### src/rtl/core/ddodo_pkg.sv
// Shared types, constants and the arctangent table of the odometry block.
package ddodo_pkg;

  localparam int CFG_IDX_W = 2;
  localparam int CFG_DATA_W = 32;

  localparam logic [CFG_IDX_W-1:0] REG_DISTANCE_PER_TICK = 2'd0;
  localparam logic [CFG_IDX_W-1:0] REG_INVERSE_WHEEL_BASE = 2'd1;

  localparam logic [31:0] DIST_PER_TICK_RESET = 32'd368060;
  localparam logic [31:0] INV_WHEEL_BASE_RESET = 32'd74565404;
  localparam logic [31:0] TURN_PER_RAD = 32'd683565276;
  localparam logic [31:0] CORDIC_GAIN_INV = 32'h9B74EDA8;

  // Datapath widths: signed wheel distance in Q.24, CORDIC vector, CORDIC angle.
  localparam int DIST_W = 57;
  localparam int VEC_W = 61;
  localparam int ANG_W = 34;

  typedef logic signed [VEC_W-1:0] vec_t;
  typedef logic signed [ANG_W-1:0] ang_t;

  function automatic logic [31:0] atan_entry(input logic [4:0] idx);
    logic [31:0] v;
    unique case (idx)
      5'd0: v = 32'd536870912;
      5'd1: v = 32'd316933406;
      5'd2: v = 32'd167458907;
      5'd3: v = 32'd85004756;
      5'd4: v = 32'd42667331;
      5'd5: v = 32'd21354465;
      5'd6: v = 32'd10679838;
      5'd7: v = 32'd5340245;
      5'd8: v = 32'd2670163;
      5'd9: v = 32'd1335087;
      5'd10: v = 32'd667544;
      5'd11: v = 32'd333772;
      5'd12: v = 32'd166886;
      5'd13: v = 32'd83443;
      5'd14: v = 32'd41722;
      5'd15: v = 32'd20861;
      5'd16: v = 32'd10430;
      5'd17: v = 32'd5215;
      5'd18: v = 32'd2608;
      5'd19: v = 32'd1304;
      5'd20: v = 32'd652;
      5'd21: v = 32'd326;
      5'd22: v = 32'd163;
      5'd23: v = 32'd81;
      5'd24: v = 32'd41;
      5'd25: v = 32'd20;
      5'd26: v = 32'd10;
      5'd27: v = 32'd5;
      5'd28: v = 32'd3;
      5'd29: v = 32'd1;
      5'd30: v = 32'd1;
      5'd31: v = 32'd0;
    endcase
    return v;
  endfunction

endpackage

### src/rtl/core/ddodo_cordic.sv
// Iterative CORDIC rotator, one micro-rotation per clock cycle.
module ddodo_cordic
  import ddodo_pkg::*;
#(
  parameter int STEPS = 24
) (
  input  logic clk,
  input  logic rst,
  input  logic start,
  input  vec_t x0,
  input  ang_t z0,
  output logic busy,
  output logic done,
  output vec_t x_out,
  output vec_t y_out
);

  localparam int IW = $clog2(STEPS);

  vec_t x;
  vec_t y;
  ang_t z;
  logic [IW-1:0] step;
  vec_t x_sh;
  vec_t y_sh;
  ang_t atan_v;

  assign x_sh = x >>> step;
  assign y_sh = y >>> step;
  assign atan_v = ANG_W'(atan_entry(5'(step)));
  assign x_out = x;
  assign y_out = y;

  always_ff @(posedge clk) begin
    if (rst) begin
      busy <= 1'b0;
      done <= 1'b0;
      step <= '0;
    end else begin
      done <= 1'b0;
      if (start) begin
        busy <= 1'b1;
        step <= '0;
        x <= x0;
        y <= '0;
        z <= z0;
      end else if (busy) begin
        if (!z[ANG_W-1]) begin
          x <= x - y_sh;
          y <= y + x_sh;
          z <= z - atan_v;
        end else begin
          x <= x + y_sh;
          y <= y - x_sh;
          z <= z + atan_v;
        end
        if (step == IW'(STEPS - 1)) begin
          busy <= 1'b0;
          done <= 1'b1;
        end else begin
          step <= step + 1'b1;
        end
      end
    end
  end

endmodule
### config.mk
export PLATFORM = sky130hd
export DESIGN_NAME = ddodo_cordic
export DESIGN_NICKNAME = d
export VERILOG_FILES = /design/src/rtl/core/ddodo_pkg.sv /design/src/rtl/core/ddodo_cordic.sv
export SDC_FILE = /design/constraint.sdc
export NUM_CORES = 1
export LEC_CHECK = 0
export BUFFER_PORTS_ARGS = -buffer_cell sky130_fd_sc_hd__clkbuf_2
export CAP_MARGIN = 20
export CORE_UTILIZATION = 55
export DETAILED_ROUTE_END_ITERATION = 16
export HOLD_SLACK_MARGIN = 0.05
export PLACE_DENSITY_LB_ADDON = 0.3
export SLEW_MARGIN = 20
export SYNTH_ARGS = -nofsm -noshare
export SYNTH_HDL_FRONTEND = slang
export SYNTH_SLANG_ARGS = --single-unit
### constraint.sdc
create_clock -name clk -period 10.9 [get_ports clk]
set_clock_uncertainty 0.1 [all_clocks]
set_input_delay 1.09 -clock clk [delete_from_list [all_inputs] [get_ports clk]]
set_output_delay 1.09 -clock clk [all_outputs]
set_load 0.05 [all_outputs]
==> impl_metrics.prom <==
# TYPE chip_impl_metric gauge
chip_impl_info{name="status",value="finished clean"} 1
chip_impl_metric{name="via_density",unit=""} 6.928
chip_impl_metric{name="drv_cap",unit=""} 0
chip_impl_metric{name="post_synth_instance_area",unit="um^2"} 29220
chip_impl_metric{name="synth_cell_types",unit=""} 94
chip_impl_metric{name="fraction_of_the_yosys_area_taken_by_sequential_cells",unit="%"} 18.57
chip_impl_metric{name="cts.hold.buffers_added",unit=""} 0
chip_impl_metric{name="internal_power",unit="mW"} 3.142
chip_impl_metric{name="finalWorstSetupSlack",unit="ns"} 2.372
chip_impl_metric{name="sequentialPowerShare",unit="%"} 20.9
chip_impl_metric{name="path_clk_slew",unit="ns"} 0.10
chip_impl_info{name="worstSetupStartpointType",value="register"} 1
chip_impl_info{name="timing.setup.critical_path_class",value="register to register"} 1
chip_impl_metric{name="p_sw_share",unit="%"} 52.91
chip_impl_info{name="tritoncts_clock_tree",value="yes"} 1
chip_impl_metric{name="maxSlewViolCount",unit=""} 0
chip_impl_metric{name="fillerInstances",unit=""} 4787
chip_impl_info{name="synth_top_flop_cell",value="edfxtp_1"} 1
chip_impl_metric{name="final-setup-viol-count",unit=""} 0
chip_impl_metric{name="worst_ep_arrival_time",unit="ns"} 8.72
chip_impl_metric{name="cts_made_buffers",unit=""} 17
chip_impl_metric{name="n_antenna_cell",unit=""} 0
chip_impl_metric{name="globalRoute.totalOverflow",unit=""} 0
chip_impl_metric{name="cts_post_setup_buffers_inserted",unit=""} 0
chip_impl_metric{name="yosysWarnings",unit=""} 0
chip_impl_metric{name="synth_seq_cells",unit=""} 193
chip_impl_metric{name="synthArstFlopShare",unit="%"} 0
chip_impl_metric{name="final_layout_size_suffix_gt1_share",unit="%"} 18.21
chip_impl_metric{name="power_switching",unit="mW"} 3.530
chip_impl_metric{name="minimum_period_implied_by_the_final_worst_setup_slack",unit="ns"} 8.528
chip_impl_metric{name="power_frac_comb",unit="%"} 68.7
chip_impl_metric{name="ir_worst_vdd",unit="mV"} 0.1406
chip_impl_metric{name="timing.slew.headroom",unit="%"} 30.02
chip_impl_metric{name="syn_inst",unit=""} 3376
chip_impl_metric{name="effective_utilization_at_floorplan",unit="%"} 55.60
chip_impl_info{name="layout_common_cells",value="nand2_1 (321), nor2_1 (318), a21oi_1 (270)"} 1
chip_impl_metric{name="clkPwrFrac",unit="%"} 10.4
chip_impl_metric{name="leakage",unit="nW"} 12.41
chip_impl_metric{name="synthesis.nets",unit=""} 3652
chip_impl_info{name="critPathCaptureType",value="register"} 1
chip_impl_metric{name="fp.dieW",unit="um"} 232.5
chip_impl_info{name="mostFrequentLayoutCell",value="nand2_1"} 1
chip_impl_info{name="critical_path.startpoint",value="step[2]"} 1
chip_impl_metric{name="area.growth.synth_to_final",unit="%"} 6.659
chip_impl_metric{name="firstDrtPassIters",unit=""} 7
chip_impl_info{name="unrepaired_setup_endpoints_after_global_routing",value="false"} 1
chip_impl_info{name="regToRegStartpoint",value="step[2]"} 1
chip_impl_metric{name="cts_buffer_depth",unit=""} 2
chip_impl_metric{name="critical_path_peak_fanout",unit=""} 55
chip_impl_metric{name="max_clock_freq",unit="MHz"} 117.3
chip_impl_metric{name="required",unit="ns"} 11.09
chip_impl_metric{name="timing.setup.tns",unit="ns"} 0
chip_impl_metric{name="placed_cell_area",unit="um^2"} 30550
chip_impl_metric{name="finish.instance_area",unit="um^2"} 31160
chip_impl_metric{name="routed_wire_length_per_instance",unit="um"} 25.49
chip_impl_metric{name="postSynthAreaPerCell",unit="um^2"} 8.654
chip_impl_metric{name="place.port_buffers",unit=""} 221
chip_impl_metric{name="core-area",unit="um^2"} 52550
chip_impl_metric{name="dp_worst_setup_slack",unit="ns"} 2.581
chip_impl_metric{name="finish.net_count",unit=""} 3712
chip_impl_metric{name="via_count_of_the_first_global_routing_pass",unit=""} 26480
chip_impl_info{name="min_from",value="busy"} 1
chip_impl_info{name="clk_root_buffer_cell",value="clkbuf_16"} 1
chip_impl_metric{name="pin_count",unit=""} 222
chip_impl_metric{name="routabilityCongestion",unit=""} 1.050
chip_impl_metric{name="final_min_period_over_clock_period",unit="%"} 78.24
chip_impl_metric{name="final_hold_viol_count",unit=""} 0
chip_impl_metric{name="antenna_found_initial",unit=""} 0
chip_impl_metric{name="postRouteAntennaNets",unit=""} 0
chip_impl_metric{name="floorplan.rows",unit=""} 84
chip_impl_info{name="hold_path.class",value="register to register"} 1
chip_impl_metric{name="grt_first_pass_wirelength",unit="mm"} 156.9
chip_impl_metric{name="grt_start_max_net_pins",unit=""} 157
chip_impl_metric{name="detailed_place_hpwl",unit="mm"} 79.72
chip_impl_metric{name="clk-insertion-delay-late",unit="ns"} 0.55
chip_impl_metric{name="routed_wl",unit="mm"} 105.5
chip_impl_metric{name="worst_slew_pin_slew",unit="ns"} 1.050
chip_impl_metric{name="cts.htree.levels",unit=""} 4
chip_impl_metric{name="post_cts.resized_instances",unit=""} 0
chip_impl_metric{name="floorplan.die.height",unit="um"} 232.5
chip_impl_metric{name="power.density",unit="nW/um^2"} 214.1
chip_impl_metric{name="global_route.usage.total",unit="%"} 38.22
chip_impl_metric{name="via_count",unit=""} 28660
chip_impl_metric{name="synth-edff-count",unit=""} 156
chip_impl_metric{name="die-area",unit="um^2"} 54050
chip_impl_metric{name="drtIter0Drc",unit=""} 3138
chip_impl_metric{name="detail_route.drc_violations",unit=""} 0
chip_impl_metric{name="clock-sinks",unit=""} 193
power groups by stage:
| stage | clock network [mW] | registers [mW] | logic [mW] |
|---|---|---|---|
| final | 0.694 | 1.40 | 4.58 |
| after global placement | 0 | 1.39 | 4.47 |
| after global routing | 0.719 | 1.40 | 4.94 |
| after floorplan | 0 | 1.59 | 3.10 |
| after detailed placement | 0 | 1.40 | 4.47 |
| after CTS | 0.701 | 1.38 | 4.50 |
area by class of cell:
| cell class | instances | area [um^2] | area share (%) |
|---|---|---|---|
| clock buffer | 17 | 425.4 | 1.365 |
| clock inverter | 15 | 181.4 | 0.5822 |
| inverter | 71 | 267.8 | 0.8592 |
| multi-input combinational | 2903 | 22600 | 72.53 |
| sequential | 193 | 5444 | 17.47 |
| tap | 688 | 860.8 | 2.762 |
| timing repair buffer | 250 | 1380 | 4.429 |
logic make-up (layout without fill, tap and decap cells):
logic type	count (synthesis)	in the layout	synth area share [%]
flops	193	193	18.57
mux	428	428	23.12
compound gates	988	988	21.61
simple gates	1030	1030	16.54
xor+xnor	279	279	8.364
fa+ha+maj	178	178	7.700
buf+inv	280	353	4.103
final timing paths:
path,to,slack [ns],depth (start not counted)
worst max-delay path,y_out[59],2.37,22
worst min-delay path,done,0.57,2
worst max register to register,y_out[59],2.37,22
worst min register to register,done,0.57,2
critical path: stages (launching register included):
cell and delay, ns:
dfxtp_4 0.81, buf_4 0.68, mux4_2 0.42, mux2i_1 0.34
o2bb2ai_1 0.14, nor3b_1 0.58, nand4_1 0.38, or4_1 0.66
nor2_1 0.33, nor2_1 0.09, xor2_1 0.17, ha_1 0.40
and3_1 0.29, nand2_1 0.08, or3_1 0.36, a211oi_1 0.37
or2_2 0.22, a41o_1 0.23, a31oi_1 0.19, o31ai_1 0.54
a21oi_1 0.23, a31oi_1 0.26, mux2_2 0.35
metal layers:
metal	GRT usage (%)	wire [um]	part of all wire, %
met1	45.94	39970	38
met2	62.55	49590	47
met3	6.912	8487	8.0
met4	25.29	7422	7.0
met5	0	0	0
Yosys cell counts (9+ instances only):
library cell,number,area [um^2]
nand2_1,321,1205
nand2b_1,44,275.3
nor4_1,19,118.9
mux4_2,181,4076
a41oi_1,14,122.6
nand4_1,22,137.6
a31o_2,13,113.9
o21a_1,20,150.1
o31ai_1,23,172.7
or3_1,9,56.30
nor2b_1,39,244.0
edfxtp_1,156,4684
xnor2_1,149,1305
o21bai_1,18,135.1
nand3_1,54,270.3
a31oi_1,51,319.1
ha_1,175,2190
clkbuf_1,106,397.9
nor2_1,320,1201
buf_4,15,112.6
a221oi_1,18,157.7
dfxtp_1,37,740.7
a211oi_1,44,330.3
a21oi_1,270,1351
mux2i_1,143,1431
a21o_1,82,615.6
nor3_1,62,310.3
a221o_1,12,120.1
o211ai_1,23,172.7
o22ai_1,27,168.9
buf_1,30,112.6
buf_2,55,275.3
xor2_1,130,1139
or2_2,24,150.1
and2_1,33,206.5
mux2_2,99,1115
and3_1,33,206.5
inv_1,67,251.5
a22oi_1,14,105.1
o21ai_0,243,1216
stage by stage:
stage / instances / power [mW] / hold WS, ns / util, %
floorplan: 3376 / 4.687 / 0.5496 / -
global placement: 4105 / 5.859 / 0.5353 / 58.14
detailed placement: 4105 / 5.872 / 0.5302 / 58.14
CTS: 4137 / 6.584 / 0.5462 / 59.30
global route: 4137 / 7.066 / 0.5791 / 59.30
finish: 4137 / 6.672 / 0.5687 / 59.30
state kept, by name, indices dropped and copies added, names as in the netlist:
name and flops:
done 1, step 5, atan_v 30, x_out 61, y_out 61, z 34
busy 1
No activity file was read; power rests on OpenSTA's default activity.
